### src/hdl/ctgl_pkg.sv
// ----------------------------------------------------------------------------
// ctgl_pkg: shared types and constants
// Modes, datapath operation codes, hash constants and the sparse-lookup
// step table used by the controller and the datapath.
// ----------------------------------------------------------------------------
package ctgl_pkg;

  // item modes
  localparam logic [1:0] MODE_LOOKUP = 2'd0;
  localparam logic [1:0] MODE_RANGE  = 2'd1;
  localparam logic [1:0] MODE_DISP   = 2'd2;
  localparam logic [1:0] MODE_VALUE  = 2'd3;

  // configuration register indexes
  localparam logic [2:0] REG_SEED   = 3'd0;
  localparam logic [2:0] REG_BUCKET = 3'd1;
  localparam logic [2:0] REG_SLOT   = 3'd2;
  localparam logic [2:0] REG_RANGES = 3'd3;

  // datapath operations
  localparam logic [3:0] OP_NONE  = 4'd0;
  localparam logic [3:0] OP_RREAD = 4'd1;  // read range entry
  localparam logic [3:0] OP_K1    = 4'd2;  // key * C1
  localparam logic [3:0] OP_K2    = 4'd3;  // rotl15 * C2
  localparam logic [3:0] OP_ACC   = 4'd4;  // fold into accumulator
  localparam logic [3:0] OP_M1    = 4'd5;  // finalizer multiply 1
  localparam logic [3:0] OP_M2    = 4'd6;  // finalizer multiply 2
  localparam logic [3:0] OP_MH    = 4'd7;  // final xor, multiply-high
  localparam logic [3:0] OP_DREAD = 4'd8;  // read displacement
  localparam logic [3:0] OP_VREAD = 4'd9;  // read sparse value

  // result selection
  localparam logic [1:0] RES_NONE   = 2'd0;
  localparam logic [1:0] RES_MISS   = 2'd1;
  localparam logic [1:0] RES_DENSE  = 2'd2;
  localparam logic [1:0] RES_SPARSE = 2'd3;

  localparam logic [31:0] HC1 = 32'hcc9e2d51;
  localparam logic [31:0] HC2 = 32'h1b873593;
  localparam logic [31:0] HC3 = 32'he6546b64;
  localparam logic [31:0] HC4 = 32'h85ebca6b;
  localparam logic [31:0] HC5 = 32'hc2b2ae35;

  localparam logic [4:0] SEQ_LAST = 5'd17;

  typedef struct packed {
    logic [3:0] op;
    logic       key_disp;  // key is displacement word
    logic       acc_seed;  // accumulator is hash seed
    logic       slot_sel;  // multiply-high by slot count
  } seq_t;

  typedef struct packed {
    logic       load;
    logic [3:0] op;
    logic       key_disp;
    logic       acc_seed;
    logic       slot_sel;
    logic [1:0] res_sel;
    logic       out_load;
  } cmd_t;

  typedef struct packed {
    logic       lookup;
    logic       hit;
    logic       sparse;
    logic [4:0] ranges;
  } stat_t;

  // sparse lookup step table
  function automatic seq_t seq_op(input logic [4:0] step);
    seq_t s;
    s = '{op: OP_NONE, key_disp: 1'b0, acc_seed: 1'b1, slot_sel: 1'b0};
    case (step)
      5'd0:  s.op = OP_K1;
      5'd1:  s.op = OP_K2;
      5'd2:  s.op = OP_ACC;
      5'd3:  s.op = OP_M1;
      5'd4:  s.op = OP_M2;
      5'd5:  s.op = OP_MH;
      5'd6:  s.op = OP_DREAD;
      5'd7:  begin s.op = OP_K1; s.key_disp = 1'b1; end
      5'd8:  s.op = OP_K2;
      5'd9:  s.op = OP_ACC;
      5'd10: s.op = OP_K1;
      5'd11: s.op = OP_K2;
      5'd12: begin s.op = OP_ACC; s.acc_seed = 1'b0; end
      5'd13: s.op = OP_M1;
      5'd14: s.op = OP_M2;
      5'd15: begin s.op = OP_MH; s.slot_sel = 1'b1; end
      5'd16: s.op = OP_VREAD;
      default: s.op = OP_NONE;
    endcase
    return s;
  endfunction

endpackage

### src/hdl/ctgl_ctrl.sv
// ----------------------------------------------------------------------------
// ctgl_ctrl: lookup controller
// Sequences the range scan and the sparse hash steps, owns the handshakes.
// ----------------------------------------------------------------------------
module ctgl_ctrl #(
  parameter int MAX_RANGES = 16,
  parameter int RAW = (MAX_RANGES > 1) ? $clog2(MAX_RANGES) : 1
) (
  input  logic             clk,
  input  logic             rst_n,
  input  logic             in_valid,
  output logic             in_stall,
  output logic             out_valid,
  input  logic             out_stall,
  input  ctgl_pkg::stat_t  stat,
  output ctgl_pkg::cmd_t   cmd,
  output logic [RAW-1:0]   range_idx
);
  import ctgl_pkg::*;

  localparam int IW = $clog2(MAX_RANGES + 1);

  localparam logic [2:0] S_IDLE  = 3'd0;
  localparam logic [2:0] S_RREAD = 3'd1;
  localparam logic [2:0] S_RCHK  = 3'd2;
  localparam logic [2:0] S_HASH  = 3'd3;
  localparam logic [2:0] S_FIN   = 3'd4;

  logic [2:0]    state_r, state_nxt;
  logic [IW-1:0] idx_r, idx_nxt;
  logic [4:0]    step_r, step_nxt;
  logic          out_valid_r, out_valid_nxt;
  logic [31:0]   limit;
  logic          accept;
  seq_t          sq;

  assign in_stall  = (state_r != S_IDLE);
  assign out_valid = out_valid_r;
  assign accept    = in_valid && !in_stall;
  assign range_idx = idx_r[RAW-1:0];
  assign sq        = seq_op(step_r);

  // scan limit clamps to the table depth
  always_comb begin
    limit = {27'd0, stat.ranges};
    if (limit > 32'(MAX_RANGES)) begin
      limit = 32'(MAX_RANGES);
    end
  end

  // next state and commands
  always_comb begin
    state_nxt     = state_r;
    idx_nxt       = idx_r;
    step_nxt      = step_r;
    out_valid_nxt = out_valid_r && out_stall;
    cmd = '{load: accept, op: OP_NONE, key_disp: 1'b0, acc_seed: 1'b1,
            slot_sel: 1'b0, res_sel: RES_NONE, out_load: 1'b0};
    case (state_r)
      S_IDLE: begin
        if (accept && stat.lookup) begin
          idx_nxt   = '0;
          state_nxt = S_RREAD;
        end
      end
      S_RREAD: begin
        if (32'(idx_r) >= limit) begin
          cmd.res_sel = RES_MISS;
          state_nxt   = S_FIN;
        end else begin
          cmd.op    = OP_RREAD;
          state_nxt = S_RCHK;
        end
      end
      S_RCHK: begin
        if (stat.hit && stat.sparse) begin
          step_nxt  = '0;
          state_nxt = S_HASH;
        end else if (stat.hit) begin
          cmd.res_sel = RES_DENSE;
          state_nxt   = S_FIN;
        end else begin
          idx_nxt   = idx_r + 1'b1;
          state_nxt = S_RREAD;
        end
      end
      S_HASH: begin
        cmd.op       = sq.op;
        cmd.key_disp = sq.key_disp;
        cmd.acc_seed = sq.acc_seed;
        cmd.slot_sel = sq.slot_sel;
        if (step_r == SEQ_LAST) begin
          cmd.res_sel = RES_SPARSE;
          state_nxt   = S_FIN;
        end else begin
          step_nxt = step_r + 1'b1;
        end
      end
      S_FIN: begin
        if (!out_valid_r || !out_stall) begin
          cmd.out_load  = 1'b1;
          out_valid_nxt = 1'b1;
          state_nxt     = S_IDLE;
        end
      end
      default: state_nxt = S_IDLE;
    endcase
  end

  always_ff @(posedge clk) begin
    if (!rst_n) begin
      state_r     <= S_IDLE;
      idx_r       <= '0;
      step_r      <= '0;
      out_valid_r <= 1'b0;
    end else begin
      state_r     <= state_nxt;
      idx_r       <= idx_nxt;
      step_r      <= step_nxt;
      out_valid_r <= out_valid_nxt;
    end
  end

endmodule

### config.mk
export PLATFORM = sky130hd
export DESIGN_NAME = ctgl_ctrl
export DESIGN_NICKNAME = d
export VERILOG_FILES = /design/src/hdl/ctgl_pkg.sv /design/src/hdl/ctgl_ctrl.sv
export SDC_FILE = /design/constraint.sdc
export NUM_CORES = 1
export LEC_CHECK = 0
export BUFFER_PORTS_ARGS = -buffer_cell sky130_fd_sc_hd__buf_2
export CORE_ASPECT_RATIO = 1.1
export CORE_MARGIN = 2
export CORE_UTILIZATION = 50
export CTS_CLUSTER_SIZE = 12
export DETAILED_ROUTE_END_ITERATION = 7
export GPL_TIMING_DRIVEN = 0
export PLACE_DENSITY = 0.84
export SLEW_MARGIN = 20
export SYNTH_ARGS = -nofsm -noshare
export SYNTH_HDL_FRONTEND = slang
export SYNTH_SLANG_ARGS = --single-unit
### constraint.sdc
create_clock -name clk -period 2.2 [get_ports clk]
set_clock_uncertainty 0.2 [all_clocks]
set_input_delay 0.11 -clock clk [delete_from_list [all_inputs] [get_ports clk]]
set_output_delay 0.11 -clock clk [all_outputs]
set_load 0.005 [all_outputs]
==> run summary, run 1 <==
synth warn -> 0
Setup violations, final -> 0
Util after Layout -> 61.3%
WP data required -> 1890 ps
drt drc -> 0
fmax -> 0.481 GHz
critical path endpoint category -> primary output
WP data arrival -> 1770 ps
CTS tree -> built
initial DRC count -> 54
max cap viols -> 0
power per standard cell area -> 383 nW/um^2
post-synthesis mux area share -> 1.59%
CTS Buffer Depth -> 2
xor and xnor area share after synthesis -> 2.09%
compound-gate portion of the synthesized area -> 22.6%
vias in the first global route -> 1025
CTS root buffer -> clkbuf_4
Slew Limit Fails -> 0
vias after detailed routing -> 1240
Final Critical Period -> 2080 ps
largest net degree at the start of global routing -> 11
Area growth, synth to finish -> 19.4%
CP max stage delay -> 440 ps
EDFF count, synth -> 0
Antenna Nets Post-Route -> 0
Worst setup SP type -> flip-flop
die area -> 2930 sq um
synth unique cells -> 43
Hold Path Class -> primary input to flip-flop
All-Layer GR Usage -> 18.6%
flops & latches, synth -> 14
# rows -> 19
Num CTS Buffers -> 3
clk_lat worst skew -> 280 ps
top_reg_cell synth -> dfxtp_1
Worst path slowest cell -> dfxtp_1
Chip Width -> 51.8 um
syn avg cell area -> 7.52 sq um
nets -> 225
WL final -> 2670 um
I/O Pins -> 29
first-pass detailed-route iteration total -> 4
final hold violation count -> 0
post-synthesis cell area -> 1260 sq um
WHS -> 24.3 ps
CP top delay family -> compound AO/OA/AOI/OAI gates
Initial Utilization -> 51.3%
crit-path cells -> inv_1, ha_1, nor2b_1, o21ai_0, a21oi_1, a21o_1, buf_2
layout cells sized above 1 -> 24.9%
overall power -> 0.575 mW
worst setup margin -> 120 ps
DPL Wire Length -> 2070 um
Synth Area in Simple Gates -> 31.0%
Seq/Total Area, Yosys -> 22.3%
Synth async-reset ratio -> 0%
Vias/cell -> 5.34
number of port buffers -> 28
clk slew on worst S/H paths -> 90 ps
slew margin rel. -> 73.5%
Placeable Area -> 2450 sq um
Die H -> 56.6 um
RePlAce Congestion -> 0.835
Mapped Nets -> 190
Overflow after GRT -> 0
Worst-Margin Slew -> 398 ps
initial antenna violation count -> 0
crit path buf inv count -> 2
n_diodes -> 0
htree depth -> 1
Sink Count -> 14
routed len/inst -> 11.5 um
outcome -> complete, no violations
Setup Crit Path Kind -> flip-flop to primary output
post-synthesis adder-cell area fraction -> 11.0%
Final Cycle Share -> 94.5%
Worst IR Drop VDD -> 0.000360 V
first-pass GRT wire length -> 4240 um
worst-path fanout max -> 6
largest family of logic cells by synthesized area -> simple AND/OR/NAND/NOR gates
Pleak -> 0.656 nW
Cells after Synth -> 167
setup TNS -> 0 ps
dpl ws -> 278 ps
-- through the flow --
stage / area [sq um] / std cells
floorplan: 1260 / 167
global placement: 1440 / 226
detailed placement: 1440 / 226
CTS: 1490 / 232
global route: 1500 / 232
finish: 1500 / 232
-- state kept, by name, summed over array words and instances, names as in the netlist --
name,count
idx_r,5
out_valid,1
state_r,3
step_r,5
-- per-layer routing --
layer | global-route usage, % | wire [um] | up-vias
li1 | - | - | 656
met1 | 23.6 | 1250 | 549
met2 | 32.1 | 1310 | 33
met3 | 2.39 | 102 | 2
met4 | 5.64 | 12 | 0
met5 | 0 | 0 | -
-- tightest hold or removal path: stages --
cell,delay [ps]
buf_2,100
nand2_1,70
nand2_1,60
nor4bb_1,120
-- cells in the mapped netlist (3+ instances only) --
master | n | area, sq um
nand2_1 | 15 | 56.3
dfxtp_1 | 14 | 280
o21ai_0 | 14 | 70.1
nor2_1 | 12 | 45.0
ha_1 | 11 | 138
a21oi_1 | 9 | 45.0
inv_1 | 9 | 33.8
nand3_1 | 7 | 35.0
nor2b_1 | 7 | 43.8
buf_4 | 5 | 37.5
a31oi_1 | 4 | 25.0
clkbuf_1 | 4 | 15.0
nor3_1 | 4 | 20.0
a21boi_0 | 3 | 22.5
and2_1 | 3 | 18.8
nand2b_1 | 3 | 18.8
o211ai_1 | 3 | 22.5
or3_1 | 3 | 18.8
xor2_1 | 3 | 26.3
-- power breakdown --
group / switching [mW] / leakage [nW] / internal [mW]
logic: 0.0655 / 0.521 / 0.0596
registers: 0.00444 / 0.114 / 0.259
clock network: 0.0862 / 0.0210 / 0.101
total: 0.156 / 0.656 / 0.419
-- final cells by class --
type                            instances  area (sq um)
Tap cell                               31          38.8
Sequential cell                        14           282
Timing Repair Buffer                   30           160
Clock buffer                            4          36.3
Inverter                                9          33.8
Buffer                                 13          87.6
Multi-Input combinational cell        131           862
Fill cell                             234           948
-- what timing repair did --
| action | in CTS | in global routing |
|---|---|---|
| resized for setup | 0 | 7 |
| endpoints found under the setup margin | 0 | 3 |
| hold endpoints to repair | 6 | 0 |
| setup buffers | 0 | 0 |
| hold buffers | 2 | 0 |
-- cells in the final DEF (no fill, tap or decap), types with 3 or more instances in the layout --
cell type,instances
buf_2,30
and2_1,3
nand3_1,7
a21boi_0,3
nor2b_1,7
buf_4,5
o211ai_1,3
or3_1,3
o21ai_0,14
a31oi_1,4
clkbuf_4,3
inv_1,9
a21oi_1,9
ha_1,9
nor3_1,4
dfxtp_1,13
nand2_1,15
xor2_1,3
nor2_1,12
nand2b_1,3
-- cells by family after synthesis --
logic type,count (synthesis)
AO/OA/AOI/OAI,45
XOR/XNOR,3
adder cells (fa/ha/maj),11
buffers and inverters,22
flip-flops,14
multiplexers,2
AND/OR/NAND/NOR,70
-- worst paths after layout --
path	slack, ps	end	depth (start not counted)	from
max	120	cmd[6]	7	idx_r[0]$_SDFFE_PN0P_
min	20	state_r[0]$_SDFFE_PN0P_	4	stat[7]
max reg2reg	270	step_r[3]$_SDFFE_PN0P_	6	step_r[1]$_SDFFE_PN0P_
min reg2reg	310	out_valid$_SDFF_PN0_	2	out_valid$_SDFF_PN0_
No activity file was read; power rests on OpenSTA's default activity.
==> run 2, diff against run 1 <==
- HOLD_SLACK_MARGIN: default -> 0.12
==> run 2 against run 1 <==
Against the previous run:
- via count grew 4.0%
- total power grew 2.1%
- sequential share of layout area shrank 0.55 points
- register-to-register slack is essentially flat
==> run summary, run 2 (synthesis results as in run 1) <==
Die H -> 56.6 um
largest registers -> idx_r: 5 flops, step_r: 5 flops, state_r: 3 flops
first-pass GRT wire length -> 4550 um
clk_lat worst skew -> 290 ps
Initial Utilization -> 51.3%
Slew Limit Fails -> 0
crit path buf inv count -> 2
Overflow after GRT -> 0
Placed Instance Area -> 1440 sq um
CTS root buffer -> clkbuf_4
vias in the first global route -> 1067
CP max stage delay -> 430 ps
first-pass detailed-route iteration total -> 4
power per standard cell area -> 380 nW/um^2
CP top delay family -> compound AO/OA/AOI/OAI gates
# Post-CTS Setup Buffers -> 0
WP data arrival -> 1770 ps
max cap viols -> 0
vias after detailed routing -> 1289
Area growth, synth to finish -> 23.0%
All-Layer GR Usage -> 20.1%
Setup Crit Path Kind -> flip-flop to primary output
Num CTS Buffers -> 3
Antenna Nets Post-Route -> 0
I/O Pins -> 29
RePlAce Congestion -> 0.835
final hold violation count -> 0
n_diodes -> 0
routed len/inst -> 12.1 um
Chip Width -> 51.8 um
Sink Count -> 14
clk slew on worst S/H paths -> 100 ps
most frequent cells in the layout -> 30 x buf_2, 15 x nand2_1, 14 x o21ai_0, 13 x dfxtp_1, 12 x nor2_1
# rows -> 19
worst setup margin -> 120 ps
die area -> 2930 sq um
Worst IR Drop VDD -> 0.000342 V
Final Critical Period -> 2080 ps
final instance area -> 1550 sq um
initial DRC count -> 61
slew margin rel. -> 73.4%
nets -> 229
WL final -> 2850 um
crit-path cells -> inv_1, ha_1, nor2b_1, o21ai_0, a21oi_1, a21o_1, buf_2
Placeable Area -> 2450 sq um
number of port buffers -> 28
Worst-Margin Slew -> 396 ps
layout cells sized above 1 -> 24.9%
drt drc -> 0
most common cell after layout, fill and taps aside -> buf_2
Vias/cell -> 5.46
CTS Buffer Depth -> 2
Pleak -> 0.678 nW
dpl ws -> 278 ps
Worst path slowest cell -> dfxtp_1
outcome -> complete, no violations
largest net degree at the start of global routing -> 11
critical path endpoint category -> primary output
CTS tree -> built
Hold Path Class -> primary input to flip-flop
Setup violations, final -> 0
# fillers -> 220
fmax -> 0.481 GHz
DPL Wire Length -> 2070 um
htree depth -> 1
overall power -> 0.587 mW
Final Cycle Share -> 94.6%
worst-path fanout max -> 6
Worst setup SP type -> flip-flop
WP data required -> 1890 ps
initial antenna violation count -> 0
-- run 2: tightest hold or removal path: cells and delay by family --
family	cells	cell delay (ps)
and+or+nand+nor	1	120
buffers and inverters	1	100
AOI/OAI and AO/OA	2	260
-- run 2: final timing paths --
check,slack (ps),endpoint,startpoint,depth (start not counted)
worst min register to register,320,step_r[1]$_SDFFE_PN0P_,step_r[1]$_SDFFE_PN0P_,2
worst min-delay path,130,step_r[2]$_SDFFE_PN0P_,stat[5],4
worst max-delay path,120,cmd[6],idx_r[0]$_SDFFE_PN0P_,7
worst max register to register,260,step_r[0]$_SDFFE_PN0P_,state_r[1]$_SDFFE_PN0P_,5
-- run 2: repair_timing --
item,in CTS,in global routing
hold endpoints to repair,12,0
gates resized for setup,0,8
setup endpoints to repair,0,3
hold buffers,6,0
-- run 2: cell type report --
type	count	area (sq um)	share of cell area (%)
Inverter	9	33.8	2.19
Clock buffer	4	36.3	2.35
Tap cell	31	38.8	2.51
Buffer	13	87.6	5.67
Sequential cell	14	282	18.2
Multi-Input combinational cell	131	867	56.1
Timing Repair Buffer	34	200	13.0
-- run 2: per-stage QoR --
stage	setup TNS (ps)	cells	hold slack [ps]	util [%]
floorplan	0	167	54.8	-
global placement	0	226	182	58.6
detailed placement	0	226	192	58.6
CTS	0	236	141	62.5
global route	-6.70	236	175	63.1
finish	0	236	132	63.1
-- run 2: routing by layer --
| metal | part of all wire, % | up-vias | GRT usage [%] |
|---|---|---|---|
| li1 | - | 666 | - |
| met1 | 43 | 567 | 25.6 |
| met2 | 49 | 46 | 34.4 |
| met3 | 6.0 | 10 | 2.66 |
| met4 | 2.0 | 0 | 6.77 |
| met5 | 0 | - | 0 |
-- run 2: where the power goes --
| group | internal, mW | total (mW) | switching [mW] |
|---|---|---|---|
| sequential | 0.259 | 0.263 | 0.00463 |
| clock | 0.101 | 0.190 | 0.0896 |
| combinational | 0.0641 | 0.134 | 0.0694 |
| total | 0.424 | 0.587 | 0.164 |
==> run 3, diff against run 2 <==
- CORE_ASPECT_RATIO: 1.1 -> 1.4
==> run 3 against run 2 <==
Against the previous run:
- sequential cell count stayed put
- largest power group unchanged
- total power about the same
- critical path depth did not move
- sequential share of layout area increased by 0.095 points
- largest cell class unchanged
- core utilization grew 2.0 points
- design area increased by 0.81%
- non-clock buffer count is 1 lower
- die area rose by 0.17%
==> run summary, run 3 (synthesis results as in run 1) <==
I/O Pins -> 29
Setup violations, final -> 0
net load switching power -> 0.164 mW
initial DRC count -> 69
slew margin rel. -> 72.0%
most frequent cells in the layout -> 30 x buf_2, 15 x nand2_1, 14 x o21ai_0, 12 x nor2_1, 10 x dfxtp_1
Sink Count -> 14
number of port buffers -> 28
WL final -> 3230 um
Num CTS Buffers -> 3
CTS tree -> built
n_diodes -> 0
Antenna Nets Post-Route -> 0
DPL Wire Length -> 2390 um
first-pass detailed-route iteration total -> 4
CTS Buffer Depth -> 2
Setup Crit Path Kind -> flip-flop to primary output
Vias/cell -> 5.55
Slew Limit Fails -> 0
Seq pwr share -> 44.9%
setup TNS -> 0 ps
Worst IR Drop VDD -> 0.000295 V
Chip Width -> 46.4 um
Internal -> 0.423 mW
Placeable Area -> 2390 sq um
clock power share -> 32.1%
htree depth -> 1
# rows -> 21
Worst setup SP type -> flip-flop
fmax -> 0.471 GHz
# Post-CTS Setup Buffers -> 0
Overflow after GRT -> 0
CTS root buffer -> clkbuf_4
WHS -> 154 ps
RePlAce Congestion -> 0.814
Final Cycle Share -> 96.5%
die area -> 2930 sq um
outcome -> complete, no violations
most common cell after layout, fill and taps aside -> buf_2
nets -> 228
layout cells sized above 1 -> 26.0%
Comb pwr share -> 22.9%
critical path endpoint category -> primary output
RSZ-0062 raised after global routing -> no
# fillers -> 211
initial antenna violation count -> 0
largest registers -> idx_r: 5 flops, step_r: 5 flops, state_r: 3 flops
switch share -> 27.9%
Worst-Margin Slew -> 420 ps
power per standard cell area -> 377 nW/um^2
All-Layer GR Usage -> 22.1%
largest net degree at the start of global routing -> 11
first-pass GRT wire length -> 4800 um
Initial Utilization -> 52.5%
vias in the first global route -> 1133
Pleak -> 0.671 nW
clk_lat worst skew -> 290 ps
final hold violation count -> 0
drt drc -> 0
worst-path fanout max -> 10
vias after detailed routing -> 1321
Hold Path Class -> primary input to flip-flop
clk slew on worst S/H paths -> 90 ps
Final Critical Period -> 2120 ps
WP data arrival -> 1810 ps
routed len/inst -> 13.6 um
Area growth, synth to finish -> 24.0%
Die H -> 63.3 um
max cap viols -> 0
WP data required -> 1890 ps
## run 3: cell count changes in the layout (fill, tap and decap cells not counted), sizes merged
cell	before	now
clkbuf	8	7
## run 3: through the flow
stage          utilization [%]  setup WS [ps]  instance area, sq um  instances  power [mW]
2_1_floorplan                -            448                  1260        167       0.353
3_3_place_gp              60.2            284                  1440        229       0.387
3_5_place_dp              60.2            253                  1440        229       0.392
4_1_cts                   64.4           21.8                  1540        239       0.588
5_1_grt                   65.1           3.52                  1560        238       0.619
6_report                  65.1           76.0                  1560        238       0.587
## run 3: power by group through the flow
| stage | clock network, mW | registers (mW) | logic (mW) |
|---|---|---|---|
| 2_1_floorplan | 0 | 0.268 | 0.0853 |
| 3_3_place_gp | 0 | 0.269 | 0.118 |
| 3_5_place_dp | 0 | 0.269 | 0.123 |
| 4_1_cts | 0.193 | 0.263 | 0.132 |
| 5_1_grt | 0.206 | 0.264 | 0.148 |
| 6_report | 0.189 | 0.264 | 0.134 |
## run 3: worst paths after layout
| kind | start | to | slack, ps | cells past startpoint |
|---|---|---|---|---|
| hold / removal | stat[5] | step_r[4]$_SDFFE_PN0P_ | 150 | 5 |
| setup reg to reg | state_r[2]$_SDFFE_PN0P_ | step_r[3]$_SDFFE_PN0P_ | 250 | 5 |
| hold reg to reg | step_r[1]$_SDFFE_PN0P_ | step_r[1]$_SDFFE_PN0P_ | 310 | 2 |
| setup / recovery | step_r[2]$_SDFFE_PN0P_ | cmd[6] | 80 | 7 |
## run 3: routing by layer
metal  routed length (um)  global-route usage (%)
met5                    0                       0
met4                   78                    11.8
met3                  100                    2.58
met2                 1750                    42.0
met1                 1300                    20.8
## run 3: worst max-delay path: stages, from the launching register on
cell	delay, ps
dfxtp_1	360
buf_2	190
and3_1	160
ha_1	200
a31oi_1	170
o211ai_1	140
a21o_1	190
buf_2	120
## run 3: what timing repair did
action                     4_1_cts  5_1_grt
hold buffers                     6        0
hold endpoints to repair        12        0
pin swaps                        0        1
gates resized for setup          2       10
setup endpoints to repair        1        4
## run 3: final cells by class
type                    instances  area [sq um]  area share [%]
multi-input cells             131           877            56.3
flip-flops and latches         14           285            18.3
repair buffers                 34           200            12.9
plain buffers                  12          82.6            5.30
well taps                      34          42.5            2.73
clock buffers                   4          36.3            2.33
inverters                       9          33.8            2.17
